===== src/sv/dtp_pkg.sv =====
// Shared types and constants of the dependency-aware task picker.
package dtp_pkg;

  localparam int unsigned TASK_COUNT_DEF = 8;
  localparam int unsigned MAX_TASKS      = 8;   // row stride of the dependency matrix
  localparam int unsigned MOB_W          = 8;
  localparam int unsigned TIME_W         = 32;
  localparam int unsigned TIDX_W         = 3;
  localparam int unsigned DEP_W          = MAX_TASKS * MAX_TASKS;

  localparam logic REQ_LOAD   = 1'b0;
  localparam logic REQ_SELECT = 1'b1;

  typedef enum logic [1:0] {
    ST_IDLE,
    ST_SCAN,
    ST_LAST,
    ST_DECIDE
  } dtp_state_t;

  // One task table entry.
  typedef struct packed {
    logic [MOB_W-1:0]  mob;
    logic [TIME_W-1:0] dl;
    logic [TIME_W-1:0] wt;
  } dtp_entry_t;

  // Controller to datapath.
  typedef struct packed {
    logic load;     // write the table entry of the accepted item
    logic init;     // latch select operands, clear scan state
    logic rd;       // read the entry at the scan index, advance it
    logic decide;   // form the result and strobe it out
  } dtp_cmd_t;

  // Datapath to controller.
  typedef struct packed {
    logic rd_last;  // scan index is at the last task
  } dtp_sts_t;

endpackage


===== src/sv/dtp_ctrl.sv =====
// Controller state machine of the task picker.
module dtp_ctrl (
  input  logic              clk,
  input  logic              rst_n,
  input  logic              start,
  input  logic              req_type,
  input  dtp_pkg::dtp_sts_t sts,
  output dtp_pkg::dtp_cmd_t cmd,
  output logic              busy
);

  dtp_pkg::dtp_state_t state_r, state_nxt;

  always_ff @(posedge clk) begin
    if (!rst_n) begin
      state_r <= dtp_pkg::ST_IDLE;
    end else begin
      state_r <= state_nxt;
    end
  end

  always_comb begin
    state_nxt = state_r;
    case (state_r)
      dtp_pkg::ST_IDLE: begin
        if (start && req_type == dtp_pkg::REQ_SELECT) state_nxt = dtp_pkg::ST_SCAN;
      end
      dtp_pkg::ST_SCAN: begin
        if (sts.rd_last) state_nxt = dtp_pkg::ST_LAST;
      end
      dtp_pkg::ST_LAST:   state_nxt = dtp_pkg::ST_DECIDE;
      dtp_pkg::ST_DECIDE: state_nxt = dtp_pkg::ST_IDLE;
      default:            state_nxt = dtp_pkg::ST_IDLE;
    endcase
  end

  always_comb begin
    cmd  = '0;
    busy = 1'b1;
    case (state_r)
      dtp_pkg::ST_IDLE: begin
        busy     = 1'b0;
        cmd.load = start && req_type == dtp_pkg::REQ_LOAD;
        cmd.init = start && req_type == dtp_pkg::REQ_SELECT;
      end
      dtp_pkg::ST_SCAN:   cmd.rd = 1'b1;
      dtp_pkg::ST_LAST:   ;
      dtp_pkg::ST_DECIDE: cmd.decide = 1'b1;
      default:            ;
    endcase
  end

endmodule


===== src/sv/dtp_datapath.sv =====
// Task table, dependency register, scan comparator and frequency decision.
module dtp_datapath #(
  parameter int unsigned TASK_COUNT = dtp_pkg::TASK_COUNT_DEF
) (
  input  logic                            clk,
  input  logic                            rst_n,
  input  dtp_pkg::dtp_cmd_t               cmd,
  output dtp_pkg::dtp_sts_t               sts,
  input  logic                            cfg_we,
  input  logic [dtp_pkg::DEP_W-1:0]       cfg_wdata,
  input  logic [dtp_pkg::TIDX_W-1:0]      task_index,
  input  logic [dtp_pkg::MOB_W-1:0]       mobility_value,
  input  logic [dtp_pkg::TIME_W-1:0]      deadline_value,
  input  logic [dtp_pkg::TIME_W-1:0]      work_time_value,
  input  logic [dtp_pkg::MAX_TASKS-1:0]   alive_mask,
  input  logic [dtp_pkg::TIME_W-1:0]      elapsed_us,
  output logic                            out_valid,
  output logic [dtp_pkg::TIDX_W-1:0]      out_selected_task,
  output logic                            out_high_freq
);

  localparam int unsigned IDX_W = (TASK_COUNT > 1) ? $clog2(TASK_COUNT) : 1;
  localparam logic [dtp_pkg::MAX_TASKS-1:0] TASK_MASK =
    dtp_pkg::MAX_TASKS'((16'd1 << TASK_COUNT) - 16'd1);

  dtp_pkg::dtp_entry_t mem [TASK_COUNT];
  dtp_pkg::dtp_entry_t rd_data_r;

  logic [dtp_pkg::DEP_W-1:0]     dep_r;
  logic [dtp_pkg::MAX_TASKS-1:0] alive_r;
  logic [dtp_pkg::TIME_W-1:0]    elapsed_r;
  logic [IDX_W-1:0]              scan_idx_r;
  logic                          rd_vld_r;
  logic                          rd_rdy_r;
  logic [IDX_W-1:0]              cmp_idx_r;
  logic                          found_r;
  logic [IDX_W-1:0]              best_idx_r;
  logic [dtp_pkg::MOB_W-1:0]     best_mob_r;
  logic [dtp_pkg::TIME_W-1:0]    best_dl_r;
  logic [dtp_pkg::TIME_W-1:0]    best_wt_r;
  logic [dtp_pkg::TIME_W-1:0]    fb_dl_r;
  logic [dtp_pkg::TIME_W-1:0]    fb_wt_r;
  logic                          out_valid_r;
  logic [dtp_pkg::TIDX_W-1:0]    out_task_r;
  logic                          out_hf_r;

  logic                          load_ok;
  logic [dtp_pkg::MAX_TASKS-1:0] dep_row;
  logic                          scan_rdy;
  logic                          take;
  logic [dtp_pkg::TIME_W-1:0]    sel_dl;
  logic [dtp_pkg::TIME_W-1:0]    sel_wt;
  logic [dtp_pkg::TIME_W:0]      finish;

  assign load_ok = {1'b0, task_index} < (dtp_pkg::TIDX_W + 1)'(TASK_COUNT);

  always_ff @(posedge clk) begin
    if (cmd.load && load_ok) begin
      mem[task_index[IDX_W-1:0]] <= '{mob: mobility_value, dl: deadline_value,
                                      wt: work_time_value};
    end
    if (cmd.rd) begin
      rd_data_r <= mem[scan_idx_r];
    end
  end

  // Ready: alive, and no task in its dependency row is alive.
  assign dep_row  = dep_r[{3'(scan_idx_r), 3'b000} +: dtp_pkg::MAX_TASKS];
  assign scan_rdy = alive_r[scan_idx_r] && ((dep_row & alive_r) == '0);

  assign sts.rd_last = scan_idx_r == IDX_W'(TASK_COUNT - 1);

  // The first ready task is always taken; a later one wins on less mobility, then on strictly earlier deadline.
  assign take = rd_vld_r && rd_rdy_r &&
                (!found_r || rd_data_r.mob < best_mob_r ||
                 (rd_data_r.mob == best_mob_r && rd_data_r.dl < best_dl_r));

  always_ff @(posedge clk) begin
    if (!rst_n) begin
      dep_r       <= '0;
      rd_vld_r    <= 1'b0;
      found_r     <= 1'b0;
      scan_idx_r  <= '0;
      out_valid_r <= 1'b0;
    end else begin
      if (cfg_we) dep_r <= cfg_wdata;
      rd_vld_r    <= cmd.rd;
      out_valid_r <= cmd.decide;
      if (cmd.init) begin
        scan_idx_r <= '0;
        found_r    <= 1'b0;
      end else begin
        if (cmd.rd) scan_idx_r <= sts.rd_last ? '0 : scan_idx_r + 1'b1;
        if (take) found_r <= 1'b1;
      end
    end
  end

  always_ff @(posedge clk) begin
    if (cmd.init) begin
      alive_r   <= alive_mask & TASK_MASK;
      elapsed_r <= elapsed_us;
    end
    if (cmd.rd) begin
      rd_rdy_r  <= scan_rdy;
      cmp_idx_r <= scan_idx_r;
    end
    // Task 0's entry is kept for the case that no task is ready.
    if (rd_vld_r && cmp_idx_r == '0) begin
      fb_dl_r <= rd_data_r.dl;
      fb_wt_r <= rd_data_r.wt;
    end
    if (take) begin
      best_idx_r <= cmp_idx_r;
      best_mob_r <= rd_data_r.mob;
      best_dl_r  <= rd_data_r.dl;
      best_wt_r  <= rd_data_r.wt;
    end
  end

  assign sel_dl = found_r ? best_dl_r : fb_dl_r;
  assign sel_wt = found_r ? best_wt_r : fb_wt_r;
  assign finish = {1'b0, sel_wt} + {1'b0, elapsed_r};

  always_ff @(posedge clk) begin
    if (cmd.decide) begin
      out_task_r <= found_r ? dtp_pkg::TIDX_W'(best_idx_r) : '0;
      out_hf_r   <= !(finish < {1'b0, sel_dl});
    end
  end

  assign out_valid         = out_valid_r;
  assign out_selected_task = out_task_r;
  assign out_high_freq     = out_hf_r;

endmodule


===== src/sv/dependency_aware_task_picker_top.sv =====
// Top level of the dependency-aware task picker.
//
//   channel | handshake          | payload
//   --------+--------------------+--------------------------------------------
//   input   | start / busy       | in_req_type, in_task_index, in_mobility_value,
//           |                    | in_deadline_value, in_work_time_value,
//           |                    | in_alive_mask, in_elapsed_us
//   result  | out_valid (1 cyc)  | out_selected_task, out_high_freq
//   config  | cfg_we             | cfg_wdata (dependency matrix)
//
// A load item is written into the task table at its accept edge; busy stays low.
// A select item keeps busy high until its result is formed: the table has one read
// port, so the scan reads one entry per cycle, then state LAST finishes the last
// compare and state DECIDE forms the result. out_valid pulses in the first cycle with
// busy low again. Reset (rst_n low, synchronous) clears the controller and the
// dependency matrix; table entries are undefined until loaded. The receiver cannot
// stall the result.
module dependency_aware_task_picker_top #(
  parameter int unsigned TASK_COUNT = dtp_pkg::TASK_COUNT_DEF
) (
  input  logic                          clk,
  input  logic                          rst_n,
  input  logic                          start,
  output logic                          busy,
  input  logic                          in_req_type,
  input  logic [dtp_pkg::TIDX_W-1:0]    in_task_index,
  input  logic [dtp_pkg::MOB_W-1:0]     in_mobility_value,
  input  logic [dtp_pkg::TIME_W-1:0]    in_deadline_value,
  input  logic [dtp_pkg::TIME_W-1:0]    in_work_time_value,
  input  logic [dtp_pkg::MAX_TASKS-1:0] in_alive_mask,
  input  logic [dtp_pkg::TIME_W-1:0]    in_elapsed_us,
  output logic                          out_valid,
  output logic [dtp_pkg::TIDX_W-1:0]    out_selected_task,
  output logic                          out_high_freq,
  input  logic                          cfg_we,
  input  logic [dtp_pkg::DEP_W-1:0]     cfg_wdata
);

  dtp_pkg::dtp_cmd_t cmd;
  dtp_pkg::dtp_sts_t sts;

  dtp_ctrl u_ctrl (
    .clk      (clk),
    .rst_n    (rst_n),
    .start    (start),
    .req_type (in_req_type),
    .sts      (sts),
    .cmd      (cmd),
    .busy     (busy)
  );

  dtp_datapath #(
    .TASK_COUNT (TASK_COUNT)
  ) u_dp (
    .clk               (clk),
    .rst_n             (rst_n),
    .cmd               (cmd),
    .sts               (sts),
    .cfg_we            (cfg_we),
    .cfg_wdata         (cfg_wdata),
    .task_index        (in_task_index),
    .mobility_value    (in_mobility_value),
    .deadline_value    (in_deadline_value),
    .work_time_value   (in_work_time_value),
    .alive_mask        (in_alive_mask),
    .elapsed_us        (in_elapsed_us),
    .out_valid         (out_valid),
    .out_selected_task (out_selected_task),
    .out_high_freq     (out_high_freq)
  );

endmodule


===== config.mk =====
export PLATFORM = sky130hd
export DESIGN_NAME = dependency_aware_task_picker_top
export DESIGN_NICKNAME = d
export VERILOG_FILES = /design/src/sv/dtp_pkg.sv /design/src/sv/dtp_ctrl.sv /design/src/sv/dtp_datapath.sv /design/src/sv/dependency_aware_task_picker_top.sv
export SDC_FILE = /design/constraint.sdc
export NUM_CORES = 1
export LEC_CHECK = 0
export BUFFER_PORTS_ARGS = -buffer_cell sky130_fd_sc_hd__buf_2
export CAP_MARGIN = 5
export CELL_PAD_IN_SITES_DETAIL_PLACEMENT = 0
export CELL_PAD_IN_SITES_GLOBAL_PLACEMENT = 1
export CORE_AREA = 2 2 353 355
export DETAILED_ROUTE_END_ITERATION = 10
export DIE_AREA = 0 0 355 357
export PLACE_DENSITY = 0.55
export SLEW_MARGIN = 20
export SYNTH_ARGS = -nofsm -noshare
export SYNTH_HDL_FRONTEND = slang
export SYNTH_SLANG_ARGS = --single-unit

===== constraint.sdc =====
create_clock -name clk -period 7.4 [get_ports clk]
set_clock_uncertainty 0.15 [all_clocks]
set_input_delay 0.37 -clock clk [delete_from_list [all_inputs] [get_ports clk]]
set_output_delay 0.37 -clock clk [all_outputs]
set_load 0.01 [all_outputs]

-- Word-level counts from Yosys, hierarchy flattened
Memory sizes are Yosys's and may differ from the RTL's. A register that Yosys moved wholly into a read port is not among the register bits.
Cells that the tools add are included.
- register bits: 259
- bits in writable memories: 576
- logic and storage cells: 66
- memories kept: 1
- $add $sub $neg: 2
- magnitude comparators: 4
- equal/unequal tests: 7
- shift operators: 1
- mux-type cells: 14
- bitwise gates (word level): 3
- reductions and logical operators: 16
- memory list (memory ; words ; bits a word ; rd ports ; clocked after memory_dff ; wr ports ; RTL line ; RTL):
    u_dp.mem ; 8 ; 72 ; 1 ; 1 ; 1 ; dtp_datapath.sv:26 ; dtp_pkg::dtp_entry_t mem [TASK_COUNT];
- operators by type and width (operator ; count):
    2-to-1 mux 32 bit ; 2
    variable part select 64 x 7 -> 8 bit ; 1
    adder 32 x 32 -> 33 bit ; 1
    < comparator 33 x 32 -> 1 bit ; 1
    < comparator 32 bit ; 1
    bitwise AND 8 bit ; 1
    == test 8 bit ; 1
    zero test 8 bit ; 1
    < comparator 8 bit ; 1
    one-hot mux 2 bit (4 select lines) ; 1
    logical AND 1 bit ; 7
    2-to-1 mux 1 bit ; 6
    2-to-1 mux 2 bit ; 3
    == test 2 bit, second input constant ; 2
    < comparator 3 x 4 -> 1 bit, second input constant ; 1
    != test 2 x 1 -> 1 bit, second input constant ; 2
    adder 3 x 1 -> 3 bit, second input constant ; 1
    binary-select mux 1 bit (select 3 bit) ; 1
    == test 3 bit, second input constant ; 1
    zero test 3 bit ; 1
    2-to-1 mux 3 bit ; 1
    == test 2 x 1 -> 1 bit, second input constant ; 1
    zero test 1 bit ; 2
    zero test 2 bit ; 1
    4 further kinds ; 6

-- Depth between registers and ports, before layout
Gate-level depths: netlist of the first run.
- word-level depth: 5
- mapped depth: 24
- depth with buffers taken out: 22

-- Hierarchy
A second synthesis of the first run with hierarchy kept.
- cell total of the unflattened synthesis: 1927
- area, all modules: 36792.8 sq um
- modules (own cells, without submodules) (module ; times used ; cells each ; area each (sq um) ; sequential area each (sq um)):
    dtp_datapath ; 1 ; 1905 ; 36606.4 ; 26475.4
    dtp_ctrl ; 1 ; 22 ; 186.4 ; 40.0

-- Least setup slack after synthesis of the first run
OpenSTA, ideal clock, no wires.
- path type: reg2reg
- start: reg u_dp.cmp_idx_r[1]
- end: reg u_dp.fb_dl_r[0] in the netlist's numbering, enable pin
- setup time: 0.666 ns
- data arrival time: 7.041 ns
- data required time: 6.584 ns
- slack: -0.458 ns
- stages on the path, launching flop included: 2
- buffers on the path: 0
- clock period less this slack: 7.858 ns
- path through: edfxtp_1 > nor4b_1
- cells in the longest elaborated chain, start to end: 2
- ends and longest elaborated chain (what ; RTL line ; RTL):
    start, declared ; dtp_datapath.sv:35 ; logic [IDX_W-1:0] cmp_idx_r;
    start signal, assigned ; dtp_datapath.sv:106 ; cmp_idx_r <= scan_idx_r;
    zero test 3 bit ; dtp_datapath.sv:109 ; if (rd_vld_r && cmp_idx_r == '0) begin
    logical AND 1 bit ; dtp_datapath.sv:109 ;
    end signal, assigned ; dtp_datapath.sv:110 ; fb_dl_r <= rd_data_r.dl;
    end, declared ; dtp_datapath.sv:41 ; logic [dtp_pkg::TIME_W-1:0] fb_dl_r;
Every way passes these cells.
A chain may end at the register's enable or synchronous reset.

-- Final worst setup path of the first run
- start: reg u_dp.found_r
- end: reg u_dp.out_hf_r (netlist: u_dp.out_high_freq), data pin
- cells in the longest elaborated chain, start to end: 4
- elaborated cells between the ends (all ways): 5
- classes of those cells: 1 x add/sub; 1 x order compare; 2 x mux; 1 x reduce/logical
- ends and longest elaborated chain (what ; RTL line ; RTL):
    start, declared ; dtp_datapath.sv:36 ; logic found_r;
    start signal, assigned ; dtp_datapath.sv:82 ; found_r <= 1'b0;
    start signal, assigned ; dtp_datapath.sv:91 ; found_r <= 1'b0;
    start signal, assigned ; dtp_datapath.sv:94 ; if (take) found_r <= 1'b1;
    2-to-1 mux 32 bit ; dtp_datapath.sv:122 ; assign sel_wt = found_r ? best_wt_r : fb_wt_r;
    adder 32 x 32 -> 33 bit ; dtp_datapath.sv:123 ; assign finish = {1'b0, sel_wt} + {1'b0, elapsed_r};
    < comparator 33 x 32 -> 1 bit (*) ; dtp_datapath.sv:128 ; out_hf_r <= !(finish < {1'b0, sel_dl});
    zero test 1 bit (*) ; dtp_datapath.sv:128 ;
    end signal, assigned ; dtp_datapath.sv:128 ;
    end, declared ; dtp_datapath.sv:45 ; logic out_hf_r;
Mark *: on every way between the ends. The rest lies on a longest branch, timed or not.

==> metrics, run 1 <==
DRC Markers=0; #FFs+latches synth=907; Final nets=roughly 2.6k; Hold Crit Class=in -> reg; WP buf/inv=1; Die ar.=0.1267 mm^2; hold slack=between 100 and 150 ps; # resized after CTS=0; CP Cell Sequence=mux2_2 > ha_1 > inv_1 > fa_1 > nand2b_1 > a21o_1 > a31oi_2 > a31o_2 > a31oi_1 > o21ai_1 > nand2_1 > xnor2_1 > ha_1 > a21o_1 > a21o_1 > a21oi_1 > nand2_1 > a21oi_1 > nor2b_1 > o21ai_0 > a32oi_1 > a221o_1; H-tree Lvls=3; maxcap violations=0; dpl cells=3,674; Routed WL per cell=about 22 um; root buffer cell=clkbuf_16; DIE WIDTH=355 um; DRT Pass-1 Iters=5; period utilization=72.53%; number of I/O port buffers=189; total clock sinks=907; leakage=15.14 nW; vias in the first global route=~20k; placed standard-cell area=0.03965 mm^2; I/O pin total=190; async set-reset flop share out of synthesis=0%; minimum clock period=5367 ps; crit path from=u_dp.found_r; fmax=0.1863 GHz; starting density of the core=29.75%; setup TNS=0 ps; Net Count, Synth=2,180; # hold bufs at CTS=178; routability cong.=around 0.84; number of warnings issued by yosys=0; CTS Buf Count=100; CP dominant cell by count=a21o_1; Slew Limit Headroom=29.39%; Switching Fraction=24.89%; switching power of the nets=between 3 and 4 mW; Final ANT Viol Nets=0; # rows=129; Slew @ Worst Pin=1059 ps; crit path max fanout=41; Syn Inst Count=1,887; Final Cell Area=0.04483 mm^2; worst skew pair latency=700 ps; Pint=9.921 mW; non-filler instance count after layout=4,041; largest stage delay on the critical path=between 700 and 800 ps; clk slew on worst S/H paths=60 ps; layout cells sized above 1=27.67%; core area=0.1230 mm^2; Clock Path Buffers=3; Critical Path Start Type=flop; WL final=87.86 mm; Die Y=357 um; Worst Path Arrival=5630 ps; total number of vias=18.57k; pin count of the biggest net entering global routing=77; post-CTS setup repair buffer count=0; Cell Area, Synth=between 0.03 and 0.04 mm^2; status=completed; Primary FF master, synth=edfxtp_1; RSZ-0062 raised after global routing=false; clock share of power=38.0%; CP top delay family=compound AO/OA/AOI/OAI gates; CTS tree=built; # setup viols final=0; Filler Cells Inserted=11.44k; Post-synth EDFFs=835; worst vdd ir=~190 uV; Slowest cell on crit path=dfxtp_4; vias per cell=4.596; r2r startpoint=u_dp.found_r; HP Start=cfg_we; Final Hold Fails=0; Layout area overhead=22.54%; sequential fraction of design power=between 40% and 50%; CP Data Required Time=7660 ps; first-pass GRT wire length=around 130 mm; initial antenna violation count=9; PD cells=just under 300 mW/mm^2; utilization after layout=36.45%; total track usage=between 10 and 15%; crit path kind=reg -> reg; Synth cell types=63; Comb power frac=14.6%; initial DRC count=1,276; grt ovf=0; nature of the critical path endpoint=flop; register area share after synthesis=72.48%; Final Max Slew Viols=0; Mean Syn Cell Area=slightly below 20 um^2; DPL Wire Length=52.26 mm
==> state kept, by name, indices dropped and copies added (netlist names), 2 cells and up <==
name,count
u_dp.dep_r,64
u_dp.best_idx_r,3
u_dp.fb_dl_r,32
u_dp.mem,576
u_ctrl.state_r,2
u_dp.best_dl_r,32
u_dp.out_selected_task,3
u_dp.best_mob_r,8
u_dp.fb_wt_r,32
u_dp.elapsed_r,32
u_dp.alive_r,8
u_dp.rd_data_r,72
u_dp.scan_idx_r,3
u_dp.best_wt_r,32
u_dp.cmp_idx_r,3
==> kinds of logic (layout without fill, tap and decap cells) <==
group                    after synthesis  after routing  synth area share [%]
multiplexers                         369            369                 15.88
adder cells (fa/ha/maj)              109            109                 3.748
other                                  0              1                     0
buffers and inverters                126            642                 1.351
flip-flops                           907            907                 72.48
XOR/XNOR                              27             27                0.6464
AND/OR/NAND/NOR                      190            190                 2.798
AO/OA/AOI/OAI                        159            159                 3.102
==> per-layer routing <==
metal | wire length [um] | vias to the layer above | GRT usage [%]
met4 | 2254 | 8 | 4.297
met1 | 41640 | 9624 | 19.31
met2 | 40640 | 365 | 22.34
met5 | 53 | - | 0
li1 | - | 8436 | -
met3 | 3272 | 138 | 2.260
==> cell type report <==
cell class              instances  area [um^2]  share of cell area (%)
well taps                    1637         2048                   4.569
diodes                          1        2.502                0.005582
clock buffers                 128         2680                   5.978
inverters                      59        221.5                  0.4940
clock inverters                59        695.7                   1.552
multi-input cells             854         9667                   21.56
flip-flops and latches        907        26530                   59.18
repair buffers                396         2985                   6.659
==> cells in the final DEF, fill, tap and decap left out, types with 31 or more instances in the layout <==
cell type / count
dfxtp_1: 68
clkbuf_16: 102
dlygate4sd3_1: 178
a21oi_1: 41
mux2_2: 110
nor2_1: 31
buf_2: 188
edfxtp_1: 835
inv_1: 59
mux4_2: 158
nor2b_1: 70
mux2i_1: 101
ha_1: 107
==> worst register-to-register path, stage by stage (launching register included) <==
cell	delay [ps]
dfxtp_4	760
mux2_2	310
ha_1	180
inv_1	60
fa_1	390
nand2b_1	180
a21o_1	190
a31oi_2	290
a31o_2	280
a31oi_1	170
o21ai_1	210
nand2_1	90
xnor2_1	130
ha_1	310
a21o_1	160
a21o_1	170
a21oi_1	240
nand2_1	90
a21oi_1	160
nor2b_1	60
o21ai_0	140
a32oi_1	80
a221o_1	300
==> final timing paths <==
path | end | slack [ps] | depth (start not counted)
setup / recovery | u_dp.out_high_freq | 2030 | 22
hold / removal | u_dp.dep_r[0] | 150 | 3
setup reg to reg | u_dp.out_high_freq | 2030 | 22
hold reg to reg | u_dp.fb_wt_r[1] | 300 | 0
==> cell usage after synthesis, types with 7 or more instances <==
library cell	number	area share (%)
a21o_1	28	0.57
a21oi_1	41	0.56
buf_1	8	0.082
buf_2	17	0.23
clkbuf_1	42	0.43
dfxtp_1	72	3.9
edfxtp_1	835	69
ha_1	108	3.7
inv_1	59	0.61
mux2_2	110	3.4
mux2i_1	101	2.8
mux4_2	158	9.7
nand2_1	29	0.30
nand2b_1	7	0.12
nand4_1	14	0.24
nor2_1	37	0.38
nor2b_1	70	1.2
nor3_1	8	0.11
o21a_1	16	0.33
o21ai_0	14	0.19
o21ai_1	8	0.11
xnor2_1	20	0.48
xor2_1	7	0.17
==> power groups by stage <==
stage	sequential (mW)	combinational, mW	clock [mW]
floorplan	6.28	1.34	0
global placement	6.37	1.88	0
detailed placement	6.38	1.90	0
CTS	6.28	1.99	5.18
global route	6.30	2.15	5.37
finish	6.27	1.92	5.01
==> metrics by stage <==
stage	setup WS [ps]	power, mW
floorplan	738.9	7.613
global placement	2063	8.255
detailed placement	2080	8.277
CTS	2028	13.45
global route	1651	13.82
finish	2033	13.21
(Power assumes the default switching activity.)
==> run 2: changes to the inputs <==
- PLACE_DENSITY: 0.55 -> 0.53
- clock period: 7.4 -> 5.5 ns (I/O delays scaled with it)
==> run 2 against run 1 <==
Final cell count decreased by 0.12%. Via count decreased by 0.38%. Sequential power up 35%. Combinational power up 36%. Non-clock buffer count down 4. Setup slack got worse by 1700 ps. Wire length shrank 0.19%. Cell area is essentially flat. Hold slack worse by 47 ps. Largest power group unchanged. Highest routed layer unchanged.
==> metrics, run 2 (synthesis gave the netlist of run 1 again) <==
r2r startpoint=u_dp.found_r; most frequent cells in the layout=835 x edfxtp_1, 188 x buf_2, 178 x dlygate4sd3_1; I/O pin total=190; setup TNS=0 ps; worst vdd ir=281.4 uV; # resized after CTS=0; commonest non-fill, non-tap cell in the layout=edfxtp_1; Final ANT Viol Nets=0; largest stage delay on the critical path=roughly 550 ps; Layout area overhead=22.53%; max reg flops=~580; maxcap violations=0; DIE WIDTH=355 um; core area=between 0.1 and 0.15 mm^2; Final nets=2,607; Pint=13.35 mW; first-pass GRT wire length=129.8 mm; # setup viols final=0; status=completed; layout cells sized above 1=27.47%; PD cells=395.9 mW/mm^2; RSZ-0062 raised after global routing=false; worst skew pair latency=690 ps; Slowest cell on crit path=dfxtp_4; sequential fraction of design power=between 40% and 50%; vias per cell=4.584; crit path from=u_dp.found_r; dpl cells=3,671; Final Max Slew Viols=0; CP dominant cell by count=a21o_1; CP Cell Sequence=mux2_2 > ha_1 > inv_1 > fa_1 > nand2b_1 > a21o_1 > a31oi_2 > a31o_2 > a31oi_1 > o21ai_1 > nand2_1 > xnor2_1 > ha_1 > a21o_1 > a21o_1 > a21oi_1 > nand2_1 > a21oi_1 > nor2b_1 > o21ai_0 > a32oi_1 > a221o_1; Slew Limit Headroom=25.94%; fmax=0.1938 GHz; CP top delay family=compound AO/OA/AOI/OAI gates; utilization after layout=36.45%; clock share of power=a little under two fifths; critical path depth=22; CP Data Required Time=5740 ps; Critical Path Start Type=flop; clk slew on worst S/H paths=60 ps; final worst slack=340.0 ps; total number of vias=18.50k; non-filler instance count after layout=roughly 4.0k; DPL Wire Length=51.31 mm; WL final=87.69 mm; period utilization=93.82%; pin count of the biggest net entering global routing=148; initial antenna violation count=7; CTS Buf Count=100; Hold Crit Class=in -> reg; crit path max fanout=21; total track usage=13.84%; Die ar.=0.1267 mm^2; minimum clock period=5160 ps; nature of the critical path endpoint=flop; root buffer cell=clkbuf_16; initial DRC count=~1.1k; switching power of the nets=4.394 mW; worst slack, placed=398.1 ps; Worst Path Arrival=5400 ps; Slew @ Worst Pin=1111 ps; H-tree Lvls=3; # rows=129; post-CTS setup repair buffer count=0; crit path kind=reg -> reg; Clock Path Buffers=3; worst reg2reg path depth=22; WP buf/inv=1; # hold bufs at CTS=178; Comb power frac=14.7%; total clock sinks=907; DRC Markers=0; leakage=between 15 and 20 nW; number of I/O port buffers=189; DRT Pass-1 Iters=5; grt ovf=0; Final Hold Fails=0; routability cong.=0.8313; starting density of the core=29.75%; vias in the first global route=approximately 20k; Die Y=357 um; Power, Total=17.75 mW; Switching Fraction=24.76%; worst setup path endpoint=u_dp.out_high_freq; reg2reg setup slack=340 ps; Routed WL per cell=21.73 um; CTS tree=built; r2r endpoint=u_dp.out_high_freq
run 2: routing by layer:
metal	vias up	global-route usage (%)	wire [um]
li1	8440	-	-
met1	9565	18.49	40000
met2	361	23.06	42160
met3	128	2.357	3360
met4	6	4.263	2131
met5	-	0	34
run 2: worst min path at each step:
stage / start / end / slack [ps] / cells past startpoint
2_1_floorplan: in_alive_mask[0] / u_dp.alive_r[0] / 220 / 0
3_3_place_gp: u_dp.rd_data_r[3] / u_dp.fb_wt_r[3] / 280 / 0
3_5_place_dp: u_dp.rd_data_r[4] / u_dp.best_wt_r[4] / 280 / 0
4_1_cts: rst_n / u_ctrl.state_r[0] / 40 / 4
5_1_grt: rst_n / u_dp.dep_r[55] / 120 / 3
6_report: rst_n / u_ctrl.state_r[0] / 100 / 4
run 2: worst min-delay path: stages:
cell and delay (ps):
buf_2 100, buf_4 300, o31ai_1 140, nor2_1 40
run 2: per-stage QoR:
| stage | instance area [um^2] | hold WS (ps) |
|---|---|---|
| finish | 44830 | 100.6 |
| global route | 44820 | 116.3 |
| CTS | 44820 | 35.20 |
| detailed placement | 39740 | 280.6 |
| global placement | 39740 | 278.1 |
| floorplan | 36600 | 223.9 |
run 2: area by class of cell:
cell class | count | area [um^2]
Timing Repair Buffer | 392 | 3043
Multi-Input combinational cell | 854 | 9679
Inverter | 59 | 221.5
Clock buffer | 122 | 2606
Fill cell | 11420 | 78160
Clock inverter | 61 | 689.4
Antenna cell | 4 | 10.01
Tap cell | 1637 | 2048
Sequential cell | 907 | 26530
run 2: power by group through the flow:
stage          sequential, mW  clock [mW]  combinational (mW)
6_report                 8.44        6.70                2.61
5_1_grt                  8.50        7.18                2.88
4_1_cts                  8.46        6.91                2.70
3_5_place_dp             8.59           0                2.57
3_3_place_gp             8.58           0                2.54
2_1_floorplan            8.44           0                1.80
==> run 3: changes to the inputs <==
- PLACE_DENSITY: 0.53 -> 0.55
- clock period: 5.5 -> 4.5 ns (I/O delays scaled with it)
==> run 3 against run 2 <==
Sequential share of layout area is 1.7 points lower. Clock power grew 16%. Setup slack worse by 320 ps. Sequential power up 22%. Sequential cell count is the same. Largest power group unchanged. Highest routed layer unchanged.
==> metrics, run 3 (synthesis gave the netlist of run 1 again) <==
max reg flops=between 500 and 600; pin count of the biggest net entering global routing=73; Slew Limit Headroom=26.49%; total number of vias=18.89k; total clock sinks=907; Final Hold Fails=0; most frequent cells in the layout=835 x edfxtp_1, 216 x dlygate4sd3_1, 188 x buf_2; Clock Path Buffers=3; Filler Cells Inserted=11.42k; Layout area overhead=26.19%; worst slack, placed=-281.8 ps; vias in the first global route=20.47k; crit path max fanout=6; Die Y=357 um; nature of the critical path endpoint=flop; DRT Pass-1 Iters=4; initial DRC count=910; Final Max Slew Viols=0; dpl cells=3,734; worst skew pair latency=roughly 700 ps; fmax=0.2232 GHz; non-filler instance count after layout=4,143; CTS tree=built; # rows=approximately 130; DPL Wire Length=52.31 mm; maxcap violations=0; Final ANT Viol Nets=0; RSZ-0062 raised after global routing=true; Slew @ Worst Pin=1103 ps; Final nets=2,719; core area=0.1230 mm^2; Routed WL per cell=21.19 um; vias per cell=between 4 and 5; DRC Markers=0; clk slew on worst S/H paths=60 ps; period utilization=99.58%; WL final=87.77 mm; DIE WIDTH=approximately 360 um; first-pass GRT wire length=approximately 130 mm; Power, Total=21.65 mW; status=completed; worst vdd ir=approximately 310 uV; Worst Path Arrival=4750 ps; grt ovf=0; layout cells sized above 1=between 30% and 40%; routability cong.=0.8221; PD cells=469.0 mW/mm^2; initial antenna violation count=5; Die ar.=0.1267 mm^2; I/O pin total=190; root buffer cell=clkbuf_16; starting density of the core=29.75%; commonest non-fill, non-tap cell in the layout=edfxtp_1; minimum clock period=~4500 ps; CP Data Required Time=roughly 4800 ps; crit path kind=reg -> reg; number of I/O port buffers=189; final worst slack=19.05 ps; Critical Path Start Type=flop; total track usage=13.89%; CTS Buf Count=99; leakage=approximately 16 nW; Hold Crit Class=in -> reg; H-tree Lvls=3; # setup viols final=0
==> run 3: per-stage QoR <==
| step | cell area, um^2 | hold WS [ps] | utilization [%] | TNS (ps) |
|---|---|---|---|---|
| global route | 46170 | 77.76 | 37.54 | -154.0 |
| CTS | 45930 | 46.71 | 37.35 | 0 |
| floorplan | 36630 | 173.9 | - | -54490 |
| finish | 46170 | 90.72 | 37.54 | 0 |
| detailed placement | 40260 | 253.5 | 32.74 | -281.8 |
| global placement | 40260 | 255.6 | 32.74 | -284.9 |
==> run 3: worst max-delay path: stages (launching register included) <==
cell and delay [ps]:
dfxtp_4 410, buf_6 120, buf_4 130, mux2_2 370
ha_4 310, nand2_2 100, nor2_4 140, buf_4 160
nand3b_1 120, a21oi_4 210, o31ai_4 110, nand2_2 120
a31oi_4 100, buf_4 150, o31ai_4 240, xnor2_2 80
ha_1 320, a221oi_2 270, o311a_1 190, a32oi_1 90
a221o_1 290
==> run 3: path summary, 6_finish.rpt <==
kind | from | end | slack (ps) | cells after the start
worst min-delay path | in_req_type | u_dp.elapsed_r[18] | 90 | 2
worst max register to register | u_dp.found_r | u_dp.out_high_freq | 20 | 20
worst min register to register | u_dp.rd_data_r[27] | u_dp.fb_wt_r[27] | 290 | 0
worst max-delay path | u_dp.found_r | u_dp.out_high_freq | 20 | 20
==> run 3: power breakdown <==
group | internal (mW) | switching [mW] | total [mW]
clock network | 4.46 | 3.32 | 7.79
registers | 9.97 | 0.335 | 10.3
logic | 1.74 | 1.82 | 3.56
total | 16.2 | 5.48 | 21.7
==> run 3: metal layers <==
metal	share of wire, %	GRT usage (%)	vias up
li1	-	-	8654
met1	46	18.32	9760
met2	48	22.97	334
met3	3.5	2.500	141
met4	3.3	5.000	2
met5	0.0080	0	-
==> run 3: final cells by class <==
class                           count  area [um^2]  area share, %
Antenna cell                        1        2.502       0.005420
Clock buffer                      119         2552          5.529
Clock inverter                     61        566.8          1.228
Inverter                           59        221.5         0.4797
Multi-Input combinational cell    854        10200          22.09
Sequential cell                   907        26530          57.47
Tap cell                         1637         2048          4.437
Timing Repair Buffer              505         4048          8.768
==> run 3: timing repair <==
item | CTS | global route
hold endpoints to repair | 683 | 0
endpoints found under the setup margin | 1 | 1
gates resized for setup | 52 | 32
setup buffers | 9 | 3
hold buffers | 216 | 0
pin swaps | 28 | 39
